File: src/hdl/bppd_pkg.sv
// Shared types and constants for the button press pattern decoder.
package bppd_pkg;

    localparam int CODE_DEPTH  = 4;
    localparam int CODE_IDX_W  = $clog2(CODE_DEPTH);
    localparam int COUNT_WIDTH = 10;
    localparam int LIMIT_W     = 10;
    localparam int TOTAL_W     = 4;
    localparam int CMD_W       = 3;
    localparam int CFG_IDX_W   = 1;

    localparam logic [COUNT_WIDTH-1:0] TICK_MAX  = {COUNT_WIDTH{1'b1}};
    localparam logic [TOTAL_W-1:0]     TOTAL_MAX = {TOTAL_W{1'b1}};

    localparam logic [CFG_IDX_W-1:0] CFG_SHORT_LIMIT = 1'd0;
    localparam logic [CFG_IDX_W-1:0] CFG_LONG_LIMIT  = 1'd1;

    localparam logic [LIMIT_W-1:0] SHORT_LIMIT_RST = 10'd30;
    localparam logic [LIMIT_W-1:0] LONG_LIMIT_RST  = 10'd100;

    localparam logic CLS_SHORT = 1'b0;
    localparam logic CLS_LONG  = 1'b1;

    typedef enum logic [1:0] {
        PH_IDLE  = 2'd0,
        PH_PRESS = 2'd1,
        PH_GAP   = 2'd2
    } t_phase;

    typedef enum logic [CMD_W-1:0] {
        CMD_NONE      = 3'd0,
        CMD_CALIBRATE = 3'd1,
        CMD_SAVE      = 3'd2,
        CMD_AUTOPLAY  = 3'd3,
        CMD_CLEAR     = 3'd4
    } t_cmd;

    typedef struct packed {
        t_cmd               command;
        logic               aborted;
        logic [TOTAL_W-1:0] press_count;
    } t_result;

endpackage

File: src/hdl/button_press_pattern_decoder.sv
// Button press pattern decoder: times presses and gaps, classes them, matches patterns.
// Each result is registered in the output register, or in the skid if that holds an unread one.
// Throughput: one input beat per cycle unless stalled; presses and gaps cost nothing more.
// A two-entry result buffer (output register plus skid register) keeps input flowing while
// a result waits; input stalls only when both entries are full.
// Reset (i_rst_n low, synchronous) returns to idle, clears counters, classes and the
// buffer, and loads the limits with 30 and 100 ticks.
module button_press_pattern_decoder
    import bppd_pkg::*;
(
    input  logic                 i_clk,
    input  logic                 i_rst_n,
    // configuration write port
    input  logic                 i_cfg_wr_en,
    input  logic [CFG_IDX_W-1:0] i_cfg_index,
    input  logic [LIMIT_W-1:0]   i_cfg_wdata,
    // input stream
    input  logic                 s_axis_tvalid,
    output logic                 s_axis_tready,
    input  logic [7:0]           s_axis_tdata,   // [0] button_pressed, [7:1] zero
    // result stream
    output logic                 m_axis_tvalid,
    input  logic                 m_axis_tready,
    output logic [7:0]           m_axis_tdata,   // [2:0] command, [6:3] press_count, [7] zero
    output logic                 m_axis_tuser    // [0] aborted
);

    // limits
    logic [LIMIT_W-1:0] r_short_limit;
    logic [LIMIT_W-1:0] r_long_limit;

    // sequence state
    t_phase                 r_phase, n_phase;
    logic [COUNT_WIDTH-1:0] r_press_ticks, n_press_ticks;
    logic [COUNT_WIDTH-1:0] r_gap_ticks, n_gap_ticks;
    logic [CODE_DEPTH-1:0]  r_classes, n_classes;
    logic [TOTAL_W-1:0]     r_total, n_total;

    // result buffer
    logic    r_out_valid, r_skid_valid;
    t_result r_out, r_skid;

    logic    accept, pressed, pop;
    logic    press_short, press_long, do_abort, do_finish, gap_end;
    logic    res_valid;
    t_result res;

    assign pressed       = s_axis_tdata[0];
    assign s_axis_tready = ~r_skid_valid;
    assign accept        = s_axis_tvalid & s_axis_tready;
    assign pop           = r_out_valid & m_axis_tready;

    // classify the press that ends on this beat; the short test wins over the long one
    assign press_short = r_press_ticks < r_short_limit;
    assign press_long  = r_press_ticks < r_long_limit;
    assign do_abort    = (r_phase == PH_PRESS) & ~pressed & ~press_short & ~press_long;

    function automatic t_cmd decode(input logic [CODE_DEPTH-1:0] cls,
                                    input logic [TOTAL_W-1:0]    total);
        t_cmd cmd;
        cmd = CMD_NONE;
        if (total == 4'd4 && cls[0] == CLS_SHORT && cls[1] == CLS_LONG
                && cls[2] == CLS_SHORT && cls[3] == CLS_LONG) begin
            cmd = CMD_CALIBRATE;
        end else if (total == 4'd1 && cls[0] == CLS_SHORT) begin
            cmd = CMD_SAVE;
        end else if (total == 4'd1 && cls[0] == CLS_LONG) begin
            cmd = CMD_AUTOPLAY;
        end else if (total == 4'd2 && cls[0] == CLS_SHORT && cls[1] == CLS_SHORT) begin
            cmd = CMD_CLEAR;
        end
        return cmd;
    endfunction

    // datapath: counters, class store and gap test
    always_comb begin
        n_press_ticks = r_press_ticks;
        n_gap_ticks   = r_gap_ticks;
        n_classes     = r_classes;
        n_total       = r_total;
        gap_end       = 1'b0;
        case (r_phase)
            PH_PRESS: begin
                if (pressed) begin
                    n_press_ticks = (r_press_ticks == TICK_MAX) ? TICK_MAX
                                  : r_press_ticks + 1'b1;
                end else if (do_abort) begin
                    n_press_ticks = '0;
                    n_gap_ticks   = '0;
                end else begin
                    // store class, open the gap as gap tick 1
                    if ({{(32-TOTAL_W){1'b0}}, r_total} < CODE_DEPTH) begin
                        n_classes[r_total[CODE_IDX_W-1:0]] = press_short ? CLS_SHORT
                                                                         : CLS_LONG;
                    end
                    n_total       = (r_total == TOTAL_MAX) ? TOTAL_MAX : r_total + 1'b1;
                    n_press_ticks = '0;
                    n_gap_ticks   = {{(COUNT_WIDTH-1){1'b0}}, 1'b1};
                    gap_end       = 1'b1;
                end
            end
            PH_GAP: begin
                if (pressed) begin
                    n_press_ticks = {{(COUNT_WIDTH-1){1'b0}}, 1'b1};
                    n_gap_ticks   = '0;
                end else begin
                    n_gap_ticks = (r_gap_ticks == TICK_MAX) ? TICK_MAX
                                : r_gap_ticks + 1'b1;
                    gap_end     = 1'b1;
                end
            end
            default: begin
                // idle and the unused code: a press opens a fresh sequence
                if (pressed) begin
                    n_classes     = '0;
                    n_total       = '0;
                    n_press_ticks = {{(COUNT_WIDTH-1){1'b0}}, 1'b1};
                    n_gap_ticks   = '0;
                end
            end
        endcase
        do_finish = gap_end && (n_gap_ticks >= r_long_limit);
        if (do_finish) begin
            n_gap_ticks = '0;
        end
    end

    // next phase
    always_comb begin
        n_phase = r_phase;
        case (r_phase)
            PH_PRESS: begin
                if (!pressed) begin
                    n_phase = (do_abort || do_finish) ? PH_IDLE : PH_GAP;
                end
            end
            PH_GAP: begin
                if (pressed) begin
                    n_phase = PH_PRESS;
                end else if (do_finish) begin
                    n_phase = PH_IDLE;
                end
            end
            default: begin
                n_phase = pressed ? PH_PRESS : PH_IDLE;
            end
        endcase
    end

    // result of this beat
    always_comb begin
        res_valid       = do_abort | do_finish;
        res.command     = CMD_NONE;
        res.aborted     = 1'b0;
        res.press_count = n_total;
        if (do_abort) begin
            res.aborted     = 1'b1;
            res.press_count = (r_total == TOTAL_MAX) ? TOTAL_MAX : r_total + 1'b1;
        end else begin
            res.command = decode(n_classes, n_total);
        end
    end

    // configuration and sequence state
    always_ff @(posedge i_clk) begin
        if (!i_rst_n) begin
            r_short_limit <= SHORT_LIMIT_RST;
            r_long_limit  <= LONG_LIMIT_RST;
            r_phase       <= PH_IDLE;
            r_press_ticks <= '0;
            r_gap_ticks   <= '0;
            r_classes     <= '0;
            r_total       <= '0;
        end else begin
            if (i_cfg_wr_en) begin
                if (i_cfg_index == CFG_SHORT_LIMIT) begin
                    r_short_limit <= i_cfg_wdata;
                end else if (i_cfg_index == CFG_LONG_LIMIT) begin
                    r_long_limit <= i_cfg_wdata;
                end
            end
            if (accept) begin
                r_phase       <= n_phase;
                r_press_ticks <= n_press_ticks;
                r_gap_ticks   <= n_gap_ticks;
                r_classes     <= n_classes;
                r_total       <= n_total;
            end
        end
    end

    // result buffer: drain skid first, otherwise load output or park in skid
    always_ff @(posedge i_clk) begin
        if (!i_rst_n) begin
            r_out_valid  <= 1'b0;
            r_skid_valid <= 1'b0;
        end else if (r_skid_valid) begin
            if (pop) begin
                r_out_valid  <= 1'b1;
                r_skid_valid <= 1'b0;
            end
        end else if (accept && res_valid) begin
            if (!r_out_valid || pop) begin
                r_out_valid <= 1'b1;
            end else begin
                r_skid_valid <= 1'b1;
            end
        end else if (pop) begin
            r_out_valid <= 1'b0;
        end
    end

    always_ff @(posedge i_clk) begin
        if (r_skid_valid) begin
            if (pop) begin
                r_out <= r_skid;
            end
        end else if (accept && res_valid) begin
            if (!r_out_valid || pop) begin
                r_out <= res;
            end else begin
                r_skid <= res;
            end
        end
    end

    assign m_axis_tvalid = r_out_valid;
    assign m_axis_tdata  = {1'b0, r_out.press_count, r_out.command};
    assign m_axis_tuser  = r_out.aborted;

endmodule
File: config.mk
export PLATFORM = sky130hd
export DESIGN_NAME = button_press_pattern_decoder
export DESIGN_NICKNAME = d
export VERILOG_FILES = /design/src/hdl/bppd_pkg.sv /design/src/hdl/button_press_pattern_decoder.sv
export SDC_FILE = /design/constraint.sdc
export NUM_CORES = 1
export LEC_CHECK = 0
export ABC_AREA = 0
export BUFFER_PORTS_ARGS = -buffer_cell sky130_fd_sc_hd__clkbuf_2
export CAP_MARGIN = 40
export CORE_MARGIN = 2
export CORE_UTILIZATION = 50
export DETAILED_ROUTE_END_ITERATION = 10
export PLACE_DENSITY = 0.71
export SLEW_MARGIN = 20
export SYNTH_ARGS = -nofsm -noshare
export SYNTH_HDL_FRONTEND = slang
export SYNTH_SLANG_ARGS = --single-unit
File: constraint.sdc
create_clock -name i_clk -period 13.5 [get_ports i_clk]
set_input_delay 0.675 -clock i_clk [delete_from_list [all_inputs] [get_ports i_clk]]
set_output_delay 0.675 -clock i_clk [all_outputs]
set_load 0.005 [all_outputs]
---- After elaboration in Yosys (flattened, before gate mapping) ----
Index checks and enable logic that the tools add are counted.
word-level totals
  register bits after elaboration ......... 68
  input port bits ......................... 24
  word-level logic and storage cells ...... 130
  output and inout bits ................... 11
operators by class
  reductions and logical operators ........ 25
  $lt $le $gt $ge ......................... 6
  bitwise gates (word level) .............. 15
  eq/ne operators ......................... 12
  multiplexer cells ....................... 54
  add/sub/neg operators ................... 3
operator list
  operator                 count
  $mux W10                 9
  $mux W4                  8
  $mux W8                  4
  $add A10 B1 Y10 const B  2
  $eq A10 B10 Y1 const B   2
  $lt A10 B10 Y1           2
  $pmux W10 S2             1
  $mux W1                  16
  $pmux W4 S2              2
  $mux W3                  5
  $reduce_and A3 Y1        4
  $logic_and A1 B1 Y1      11
  $ge A10 B10 Y1           1
  $not A1 Y1               9
  $mux W2                  4
  $reduce_bool A2 Y1       4
  $reduce_and A2 Y1        3
  $and A1 B1 Y1            5
  $mux W5                  1
  $add A4 B1 Y4 const B    1
  $bwmux W4                1
  $eq A4 B1 Y1 const B     1
  $eq A4 B2 Y1 const B     1
  $eq A4 B3 Y1 const B     1
  other kinds (16)         17

---- Longest topological paths before layout ----
Gate-level depths: netlist (run 1).
  depth after elaboration ................. 20
  mapped depth ............................ 21
  mapped depth without buffers ............ 19

---- Least setup slack after synthesis (run 1) ----
OpenSTA, ideal clock, no wires.
  path kind ............................... reg-to-reg
  from .................................... register r_short_limit[4]
  to ...................................... register r_skid[0] (netlist bit), enable pin
  stages on the path, launching flop included .. 21
  setup time .............................. 385 ps
  slack ................................... 9190 ps
  period minus slack after synthesis ...... 4310 ps
  path buffers ............................ 1
  data required time ...................... 13115 ps
  data arrival time ....................... 3925 ps
  path through ............................ dfxtp_1 inv_1 ha_1 a21oi_2 a211oi_1 or3_4 or2_1 buf_6 nand2_8 a22o_1 a22oi_1 ha_1 nand2b_1 a21o_1 a21o_1 a21oi_1 o21ai_0 o211ai_1 a211oi_4 o21ai_1 nor3b_1
between the ends
  longest elaborated chain between the ends .. 12
  elaborated cells on any way between the ends .. 15
  those cells by class .................... 2 x order compare; 6 x mux; 4 x bitwise; 3 x reduce/logical
ends and longest elaborated chain
  element                        RTL line                             RTL
  start: declaration             button_press_pattern_decoder.sv:29   logic [LIMIT_W-1:0] r_short_limit;
  start signal: assignment       button_press_pattern_decoder.sv:177  r_short_limit <= i_cfg_wdata;
  $lt A10 B10 Y1 *               button_press_pattern_decoder.sv:54   assign press_short = r_press_ticks < r_short_limit;
  $not A1 Y1 *                   button_press_pattern_decoder.sv:56   assign do_abort = (r_phase == PH_PRESS) & ~pressed & ~press_short & ~press_long;
  $and A1 B1 Y1 * (2 in series)  button_press_pattern_decoder.sv:56
  $mux W1                        button_press_pattern_decoder.sv:87   end else if (do_abort) begin
  $mux W10                       button_press_pattern_decoder.sv:84   if (pressed) begin
  $pmux W10 S2                   button_press_pattern_decoder.sv:82   case (r_phase)
  $ge A10 B10 Y1                 button_press_pattern_decoder.sv:122  do_finish = gap_end && (n_gap_ticks >= r_long_limit);
  $logic_and A1 B1 Y1            button_press_pattern_decoder.sv:122
  $or A1 B1 Y1 *                 button_press_pattern_decoder.sv:152  res_valid = do_abort | do_finish;
  $logic_and A1 B1 Y1 *          button_press_pattern_decoder.sv:218  end else if (accept && res_valid) begin
  $reduce_and A3 Y1 (no line) *  n/a
  end signal: assignment         button_press_pattern_decoder.sv:222  r_skid <= res;
  end: declaration               button_press_pattern_decoder.sv:41   t_result r_out, r_skid;
Every way passes the cells marked *; elsewhere a longest branch is shown, timed or not.
A chain may end at the register's enable or synchronous reset.

---- Worst setup path in the final report (run 1) ----
  from .................................... register r_press_ticks[7]
  to ...................................... register r_skid[3] (netlist bit), enable pin
between the ends
  longest elaborated chain between the ends .. 12
  elaborated cells on any way between the ends .. 17
  those cells by class .................... 3 x order compare; 6 x mux; 5 x bitwise; 3 x reduce/logical
ends and longest elaborated chain
  element                        RTL line                             RTL
  start: declaration             button_press_pattern_decoder.sv:34   logic [COUNT_WIDTH-1:0] r_press_ticks, n_press_ticks;
  start signal: assignment       button_press_pattern_decoder.sv:184  r_press_ticks <= n_press_ticks;
  $lt A10 B10 Y1                 button_press_pattern_decoder.sv:54
  $not A1 Y1                     button_press_pattern_decoder.sv:56
  $and A1 B1 Y1                  button_press_pattern_decoder.sv:56
  $and A1 B1 Y1 *                button_press_pattern_decoder.sv:56
  $mux W1                        button_press_pattern_decoder.sv:87
  $mux W10                       button_press_pattern_decoder.sv:84
  $pmux W10 S2                   button_press_pattern_decoder.sv:82
  $ge A10 B10 Y1                 button_press_pattern_decoder.sv:122
  $logic_and A1 B1 Y1            button_press_pattern_decoder.sv:122
  $or A1 B1 Y1 *                 button_press_pattern_decoder.sv:152
  $logic_and A1 B1 Y1 *          button_press_pattern_decoder.sv:218
  $reduce_and A3 Y1 (no line) *  n/a
Marks and branches as above.

==> results of run 1 <==
-- synth_stat cells (3+ instances only) --
cell,instances,area [um2]
clkbuf_1,15,56.3
nand2b_1,12,75.1
o21a_1,4,30.0
dfxtp_1,52,1040
a21o_1,3,22.5
a21boi_0,21,158
o21ai_1,9,45.0
nand2_1,95,357
nor2b_1,10,62.6
a21oi_2,5,43.8
or3_1,5,31.3
or2_1,4,25.0
a22o_1,5,43.8
o31ai_1,6,45.0
nand3_1,18,90.1
nor3_1,4,20.0
ha_1,36,450
a31oi_1,9,56.3
inv_1,27,101
o211a_1,3,30.0
nand4_1,5,31.3
nor2_1,22,82.6
and3_1,12,75.1
a21oi_1,34,170
a22oi_1,6,45.0
and2_1,15,93.8
o211ai_1,10,75.1
o21ai_0,34,170
buf_2,5,25.0
a211oi_1,3,22.5
mux2_2,7,78.8
edfxtp_1,16,480
-- registers in the layout, summed over array words and instances (netlist names), 2 cells and up --
register,cells
m_axis_tdata,7
r_classes,4
r_short_limit,10
r_press_ticks,10
r_long_limit,10
r_total,4
r_skid,8
r_phase,2
r_gap_ticks,10
-- critical path: stages, from the launching register on --
cell and delay, ns:
dfxtp_1 0.48, ha_1 0.31, a211oi_2 0.19, nor2_1 0.09, or3_4 0.35, or2_1 0.40, nand2_8 0.18, a22o_1 0.15
a22oi_1 0.09, ha_1 0.30, nand2b_1 0.10, a21o_1 0.11, a21o_1 0.10, a21oi_1 0.06, o21ai_0 0.17, o211ai_1 0.17
a211oi_4 0.64, o21ai_1 0.19, nor3b_1 0.49, buf_2 0.27
-- cells by family after synthesis --
group	after synthesis	synth area share, %
simple gates	217	24.3
buf+inv	53	4.97
other cells	1	0.0833
compound gates	168	25.1
flops	68	33.8
fa+ha+maj	36	10.0
mux	7	1.75
-- stage by stage --
step / utilization (%) / cell area [um2]
floorplan: - / 4500
global placement: 53.4 / 4660
detailed placement: 54.0 / 4710
CTS: 56.2 / 4900
global route: 56.3 / 4910
finish: 56.3 / 4910
-- report_power, final --
| part | leakage (nW) | switching, mW | internal, mW |
|---|---|---|---|
| registers | 0.561 | 0.00296 | 0.212 |
| clock network | 0.0918 | 0.0858 | 0.0858 |
| logic | 1.30 | 0.0304 | 0.0168 |
-- per-layer routing --
| layer | vias up | GRT usage (%) | routed length (um) |
|---|---|---|---|
| met5 | - | 0 | 0 |
| met3 | 24 | 3.19 | 500 |
| met2 | 130 | 35.0 | 4850 |
| met4 | 0 | 9.27 | 245 |
| met1 | 1849 | 29.5 | 4890 |
| li1 | 1993 | - | - |
-- worst min-delay path by stage --
| stage | start | endpoint | slack (ns) | cells after the start |
|---|---|---|---|---|
| 3_5_place_dp | r_long_limit[3]$_SDFFE_PN0P_ | r_long_limit[3]$_SDFFE_PN0P_ | 0.46 | 2 |
| 5_1_grt | r_long_limit[3]$_SDFFE_PN0P_ | r_long_limit[3]$_SDFFE_PN0P_ | 0.49 | 2 |
| 3_3_place_gp | r_short_limit[9]$_SDFFE_PN0P_ | r_short_limit[9]$_SDFFE_PN0P_ | 0.46 | 2 |
| 6_report | r_long_limit[3]$_SDFFE_PN0P_ | r_long_limit[3]$_SDFFE_PN0P_ | 0.47 | 2 |
| 4_1_cts | r_long_limit[3]$_SDFFE_PN0P_ | r_long_limit[3]$_SDFFE_PN0P_ | 0.47 | 2 |
| 2_1_floorplan | r_long_limit[1]$_SDFFE_PN0P_ | r_long_limit[1]$_SDFFE_PN0P_ | 0.44 | 2 |
-- cell type report --
class / instances / share of cell area [%]
Clock buffer: 9 / 2.52
Multi-Input combinational cell: 429 / 56.2
Tap cell: 108 / 2.75
Timing Repair Buffer: 31 / 3.92
Clock inverter: 7 / 1.53
Inverter: 28 / 2.14
Sequential cell: 68 / 31.0
==> results.yml, run 1 <==
outcome:
  status: "finished clean"
logic_synthesis:
  syn_inst: 550
  ys_warn_count: 0
  synth_area_mm2: 0.00450
  syn-num-nets: 610
  syn_avg_cell_area_um2: 8.19
  ys.flop_type: "dfxtp_1"
  seq_area_frac_synth_pct: 33.8
  ys_ff_latch: 68
  ys_types: 63
  postSynth.asyncResetShare_pct: 0
  synth_edf_count: 16
routing:
  drtIter0Drc: 256
  vias_per_cell: 5.88
  dr_total_vias: 3996
  wl_per_cell_um: 15.4
  drtPass1Iterations: 5
  wirelength_um: 10500
  drc_errors: 0
  drtAntennaViolNets: 0
place:
  dp_hpwl_um: 7530
  placed_cells: 663
  place_ws_ns: 8.42
  gp_congestion: 0.873
  port_buffers: 26
grt:
  antenna_found_initial: 0
  first_global_vias: 3695
  track_usage_pct: 21.9
  grt_max_degree: 32
  grt-ovfl-total: 0
  grt_pass1_wl_um: 17600
power_and_ir_drop:
  power_leakage_nw: 1.95
  peakVddDrop_uv: 60.3
  finalPower_uw: 433
  p_per_area_mw_per_mm2: 88.2
sta:
  finalClockSkew_ns: 0.0100
  setup_tns_ns: 0
  fin_crit_sh_pct: 37.9
  hold_violations: 0
  rsz0062_at_grt: "false"
  tightest_slew_ns: 0.762
  fmax_mhz: 195
  slew_headroom_pct: 49.2
  drv_slew: 0
  setup_viol: 0
  whs_ns: 0.468
  finalCriticalPeriod_ns: 5.12
  worst_slack_ns: 8.38
clocking:
  cts_setup_buffers: 0
  cts.clk_slew.worst_paths_ns: 0.08
  clock_latency_ns: 0.36
  clockBufferDepth: 2
  post_cts_resized: 0
  htreeDepth: 3
  cts_hold_buffers: 0
  root_buffer: "clkbuf_8"
  cts_tree: "built"
  numClockSinks: 68
  cts_buffers: 9
critical_path:
  r2r-end: "r_skid[3]$_DFFE_PP_"
  r2r-start: "r_press_ticks[7]$_SDFFE_PN0P_"
  crit_arrival_ns: 5.19
  worst_r2r_path_depth: 19
  crit_type: "reg -> reg"
  cp_max_fo: 14
  worstSetupStartpoint: "r_press_ticks[7]$_SDFFE_PN0P_"
  worstSetupStartpointType: "register"
  critPathRequiredTime_ns: 13.57
  end_kind: "register"
  cp-endpoint: "r_skid[3]$_DFFE_PP_"
  r2r_slack_ns: 8.38
die:
  io_pins: 35
  row_count: 34
  dieArea_mm2: 0.00978
  core-area_mm2: 0.00872
  initial_core_util_pct: 51.6
  fp.dieW_um: 98.9
  die_h_um: 98.9
cells_and_area:
  final_cells: 680
  drive_gt1_share_pct: 13.6
  multi_input_area_mm2: 0.00276
  regArea_mm2: 0.00152
  final_common_cell: "nand2_1"
  nFillCells: 799
  fin_nets: 627
  layout_common_cells: "nand2_1, dfxtp_1, ha_1, o21ai_0, a21oi_1"
  antenna_cells: 0
  synthToLayoutAreaGrowth_pct: 9.06
run:
  maxCapViolCount: 0
worst_hold_path:
  hp-class: "reg -> reg"
Power figures use the tool's default switching activity.
==> run 2: changes to the inputs <==
clock period = 5.35 ns   (was 13.5 ns; I/O delays follow)
==> run 2 against run 1 <==
Power rose to 2.6 times the previous value; fmax up 11%; sequential cell count unchanged; critical path depth down 1; clock skew down 0.0056 ns; critical path type unchanged; largest cell class unchanged.
==> results.yml, run 2 (synthesis results as in run 1) <==
outcome:
  status: "finished clean"
power_and_ir_drop:
  p_per_area_mw_per_mm2: 231
  clkPwrFrac_pct: 42.3
  power_leakage_nw: 1.98
  combinationalPowerShare_pct: 10.3
  peakVddDrop_uv: 144
  finalPower_mw: 1.14
  p_sw_uw: 302
  p_int_uw: 842
  swShare_pct: 26.4
  p_seq_share_pct: 47.3
place:
  post_dp_cell_area_mm2: 0.00472
  gp_congestion: 0.861
  port_buffers: 26
  dp_hpwl_um: 7570
routing:
  met3_length_um: 598
  vias_per_cell: 5.95
  drc_errors: 0
  dr_total_vias: 4055
  met2_wirelength_um: 4880
  drtPass1Iterations: 6
  drtIter0Drc: 256
  highest_layer: "met4"
  wl_per_cell_um: 15.4
  wirelength_um: 10500
  drtAntennaViolNets: 0
  wl_met1_um: 4890
critical_path:
  crit_family: "compound AO/OA/AOI/OAI gates"
  cp_cell_sequence: "ha_1 -> nand4_1 -> a211oi_1 -> or3_4 -> or2_1 -> nand2_8 -> a22o_1 -> a22oi_1 -> ha_1 -> nand2b_1 -> a21o_1 -> a21o_1 -> a21oi_1 -> o21ai_0 -> o211ai_1 -> a211oi_4 -> o21ai_1 -> a22oi_1"
  r2r-end: "m_axis_tdata[3]$_DFFE_PP_"
  crit_arrival_ns: 4.61
  crit_type: "reg -> reg"
  worstSetupStartpoint: "r_press_ticks[8]$_SDFFE_PN0P_"
  r2r-start: "r_press_ticks[8]$_SDFFE_PN0P_"
  end_kind: "register"
  cpMaxStageDelayCell: "a22oi_1"
  cp.depth: 18
  r2r_slack_ns: 0.73
  slowest_delay_ns: 0.64
  worst_r2r_path_depth: 18
  cp-endpoint: "m_axis_tdata[3]$_DFFE_PP_"
  cp_max_fo: 8
  worstSetupStartpointType: "register"
  crit_buf_inv: 0
  critPathRequiredTime_ns: 5.33
grt:
  grt_max_degree: 29
  first_global_vias: 3845
  grt_pass1_wl_um: 18100
  antenna_found_initial: 0
  grt-ovfl-total: 0
  track_usage_pct: 22.5
sta:
  finalCriticalPeriod_ns: 4.62
  rsz0062_at_grt: "false"
  tightest_slew_ns: 0.770
  whs_ns: 0.153
  fin_crit_sh_pct: 86.4
  setup_viol: 0
  slew_headroom_pct: 48.7
  drv_slew: 0
  fmax_mhz: 216
  hold_violations: 0
  finalClockSkew_ns: 0.00440
  setup_tns_ns: 0
clocking:
  root_buffer: "clkbuf_8"
  cts.clk_slew.worst_paths_ns: 0.08
  cts_setup_buffers: 0
  clockBufferDepth: 2
  post_cts_resized: 0
  cts_hold_buffers: 0
  cts_buffers: 9
  cts_tree: "built"
  clock_latency_ns: 0.35
  numClockSinks: 68
  htreeDepth: 3
die:
  initial_core_util_pct: 51.6
  io_pins: 35
  fp.dieW_um: 98.9
  die_h_um: 98.9
  core-area_mm2: 0.00872
  row_count: 34
  dieArea_mm2: 0.00978
cells_and_area:
  drive_gt1_share_pct: 13.8
  stdcell_area_mm2: 0.00494
  layout_common_cells: "nand2_1, dfxtp_1, ha_1, o21ai_0, a21oi_1"
  antenna_cells: 0
  fin_nets: 628
  nFillCells: 800
  synthToLayoutAreaGrowth_pct: 9.75
  final_common_cell: "nand2_1"
worst_hold_path:
  hp-class: "in -> reg"
  worstHoldStart: "i_cfg_wdata[1]"
run:
  maxCapViolCount: 0
## run 2: final cells by class
cell class              count  area, um2  area share, %
flip-flops and latches     68       1520           30.8
inverters                  28        105           2.13
multi-input cells         429       2760           55.8
clock inverters             7       98.8           2.00
clock buffers               9        124           2.51
well taps                 108        135           2.73
repair buffers             32        200           4.05
## run 2: power by group through the flow
stage          clock (mW)  combinational (mW)  sequential, mW
2_1_floorplan           0              0.0837           0.550
4_1_cts             0.493               0.117           0.541
3_3_place_gp            0               0.110           0.553
6_report            0.484               0.118           0.541
5_1_grt             0.517               0.133           0.543
3_5_place_dp            0               0.116           0.553
## run 2: how the worst min path moves through the flow
| stage | end | cells past startpoint |
|---|---|---|
| finish | r_short_limit[1]$_SDFFE_PN1P_ | 3 |
| global route | r_short_limit[3]$_SDFFE_PN1P_ | 3 |
| CTS | r_short_limit[3]$_SDFFE_PN1P_ | 3 |
| detailed placement | r_short_limit[9]$_SDFFE_PN0P_ | 2 |
| global placement | r_short_limit[7]$_SDFFE_PN0P_ | 2 |
| floorplan | r_long_limit[2]$_SDFFE_PN1P_ | 2 |
## run 2: tightest hold or removal path, cell delays in order
cell and delay, ns:
clkbuf_2 0.09, nand2_1 0.04, o211ai_1 0.07
## run 2: routing by layer
| layer | GRT usage (%) | up-vias |
|---|---|---|
| met5 | 0 | - |
| met4 | 7.80 | 0 |
| met3 | 3.40 | 15 |
| met2 | 36.6 | 150 |
| met1 | 30.4 | 1887 |
| li1 | - | 2003 |
## run 2: stage by stage
step                      util [%]  instances  worst slack [ns]
after floorplan                  -        550              1.04
final                         56.7        681             0.727
after detailed placement      54.1        664             0.731
after global routing          56.7        681             0.340
after global placement        53.6        662             0.810
after CTS                     56.6        680             0.710
==> run 3: changes to the inputs <==
--- a/config.mk
+++ b/config.mk
@@ -9,8 +9,11 @@
 export BUFFER_PORTS_ARGS = -buffer_cell sky130_fd_sc_hd__clkbuf_2
 export CAP_MARGIN = 40
+export CELL_PAD_IN_SITES_DETAIL_PLACEMENT = 0
+export CELL_PAD_IN_SITES_GLOBAL_PLACEMENT = 1
 export CORE_MARGIN = 2
-export CORE_UTILIZATION = 50
+export CORE_UTILIZATION = 47
+export CTS_BUF_LIST = sky130_fd_sc_hd__clkbuf_2
 export DETAILED_ROUTE_END_ITERATION = 10
-export PLACE_DENSITY = 0.71
+export PLACE_DENSITY = 0.85
 export SLEW_MARGIN = 20
 export SYNTH_ARGS = -nofsm -noshare
==> constraint.sdc (replaced) <==
create_clock -name i_clk -period 5.35 [get_ports i_clk]
set_input_delay 0.535 -clock i_clk [delete_from_list [all_inputs] [get_ports i_clk]]
set_output_delay 0.535 -clock i_clk [all_outputs]
set_load 0.005 [all_outputs]
==> run 3 against run 2 <==
Sequential power hardly changed; design area is 0.66% lower; die area is 6.1% higher; worst setup slack worse by 0.031 ns; critical path type unchanged; highest routed layer unchanged.
==> results.yml, run 3 (synthesis results as in run 1) <==
sta:
  slew_headroom_pct: 50.3
  fin_crit_sh_pct: 87.0
  finalClockSkew_ns: 0.0341
  setup_viol: 0
  worst_slack_ns: 0.696
  setup_tns_ns: 0
  fmax_mhz: 215
  drv_slew: 0
  whs_ns: 0.184
  finalCriticalPeriod_ns: 4.65
  tightest_slew_ns: 0.746
  rsz0062_at_grt: "false"
  hold_violations: 0
place:
  dp_hpwl_um: 7740
  gp_congestion: 0.817
  place_ws_ns: 0.717
  port_buffers: 26
worst_hold_path:
  hp-class: "in -> reg"
  worstHoldStart: "i_cfg_wdata[8]"
  min_to: "r_long_limit[8]$_SDFFE_PN0P_"
  min_path_cells: 3
grt:
  antenna_found_initial: 0
  grt_max_degree: 30
  grt_pass1_wl_um: 18000
  first_global_vias: 3686
  track_usage_pct: 22.2
  grt-ovfl-total: 0
clocking:
  htreeDepth: 3
  cts_tree: "built"
  root_buffer: "clkbuf_2"
  clockBufferDepth: 2
  cts_hold_buffers: 0
  cts.clk_slew.worst_paths_ns: 0.23
  cts_setup_buffers: 0
  clock_latency_ns: 0.55
  post_cts_resized: 0
  numClockSinks: 68
  cts_buffers: 9
critical_path:
  r2r-end: "m_axis_tuser$_DFFE_PP_"
  worst_r2r_path_depth: 18
  r2r-start: "r_press_ticks[7]$_SDFFE_PN0P_"
  critPathRequiredTime_ns: 5.55
  crit_arrival_ns: 4.86
  worstSetupStartpointType: "register"
  cp_max_fo: 8
  r2r_slack_ns: 0.70
  crit_type: "reg -> reg"
  end_kind: "register"
cells_and_area:
  antenna_cells: 0
  nFillCells: 885
  synthToLayoutAreaGrowth_pct: 9.03
  utilization_pct: 52.9
  fin_nets: 628
  drive_gt1_share_pct: 13.8
  final_common_cell: "nand2_1"
  layout_common_cells: "nand2_1, dfxtp_1, ha_1, clkbuf_2"
die:
  dieArea_mm2: 0.0104
  row_count: 35
  io_pins: 35
  fp.dieW_um: 102
  core-area_mm2: 0.00928
  initial_core_util_pct: 48.5
  die_h_um: 102
outcome:
  status: "finished clean"
routing:
  drtPass1Iterations: 5
  wl_per_cell_um: 15.7
  wirelength_um: 11000
  vias_per_cell: 5.64
  drtIter0Drc: 311
  drtAntennaViolNets: 0
  drc_errors: 0
  dr_total_vias: 3960
run:
  maxCapViolCount: 0
power_and_ir_drop:
  p_per_area_mw_per_mm2: 220
  power_leakage_nw: 1.96
  peakVddDrop_uv: 153
## run 3: cell types whose count changed in the layout (fill, tap and decap cells not counted)
| cell | previous run | this run |
|---|---|---|
| buf_4 | 3 | 5 |
| buf_8 | 1 | 0 |
| clkbuf_8 | 9 | 0 |
| buf_2 | 1 | 0 |
| bufinv_16 | 2 | 3 |
| clkinv_4 | 1 | 2 |
| clkbuf_2 | 26 | 35 |
| clkinv_2 | 1 | 0 |
| inv_6 | 2 | 1 |
## run 3: worst max-delay path by stage
stage | start | endpoint | cells past startpoint
after floorplan | r_short_limit[4]$_SDFFE_PN1P_ | r_skid[0]$_DFFE_PP_ | 20
after global placement | r_press_ticks[9]$_SDFFE_PN0P_ | m_axis_tdata[0]$_DFFE_PP_ | 18
after detailed placement | r_press_ticks[7]$_SDFFE_PN0P_ | m_axis_tdata[0]$_DFFE_PP_ | 18
after CTS | r_press_ticks[7]$_SDFFE_PN0P_ | m_axis_tuser$_DFFE_PP_ | 18
after global routing | r_press_ticks[7]$_SDFFE_PN0P_ | m_axis_tuser$_DFFE_PP_ | 18
final | r_press_ticks[7]$_SDFFE_PN0P_ | m_axis_tuser$_DFFE_PP_ | 18
## run 3: metal layers
layer	track usage, %	wire length (um)	up-vias
met5	0	0	-
met4	6.26	140	0
met3	6.29	607	14
met2	35.2	5020	128
met1	29.7	5270	1813
li1	-	-	2005
## run 3: through the flow
step / area, um2 / power [mW] / cells
2_1_floorplan: 4500 / 0.634 / 550
4_1_cts: 4900 / 1.09 / 701
3_5_place_dp: 4730 / 0.670 / 685
6_report: 4910 / 1.08 / 702
5_1_grt: 4910 / 1.13 / 702
3_3_place_gp: 4710 / 0.665 / 684
## run 3: layout make-up
cell class / count / area (um2) / area share (%)
Timing Repair Buffer: 32 / 195 / 3.97
Clock buffer: 9 / 45.0 / 0.917
Clock inverter: 7 / 124 / 2.52
Inverter: 28 / 105 / 2.14
Sequential cell: 68 / 1520 / 31.0
Multi-Input combinational cell: 429 / 2760 / 56.2
Tap cell: 129 / 161 / 3.29
## run 3: critical path, cell delays in order (launching register included)
cell	delay, ns
dfxtp_1	0.43
ha_1	0.35
nand4_1	0.17
a211oi_1	0.27
or3_4	0.20
or2_1	0.41
nand2_8	0.13
a22o_1	0.25
a22oi_1	0.22
ha_1	0.16
nand2b_1	0.09
a21o_1	0.11
a21o_1	0.10
a21oi_1	0.06
o21ai_0	0.16
o211ai_1	0.16
a211oi_4	0.30
o21ai_1	0.13
a22oi_1	0.62
## run 3: where the power goes
group          switching, mW  total [mW]  internal [mW]
clock                  0.212       0.416          0.204
sequential           0.00782       0.543          0.536
combinational         0.0765       0.118         0.0419
total                  0.296        1.08          0.782
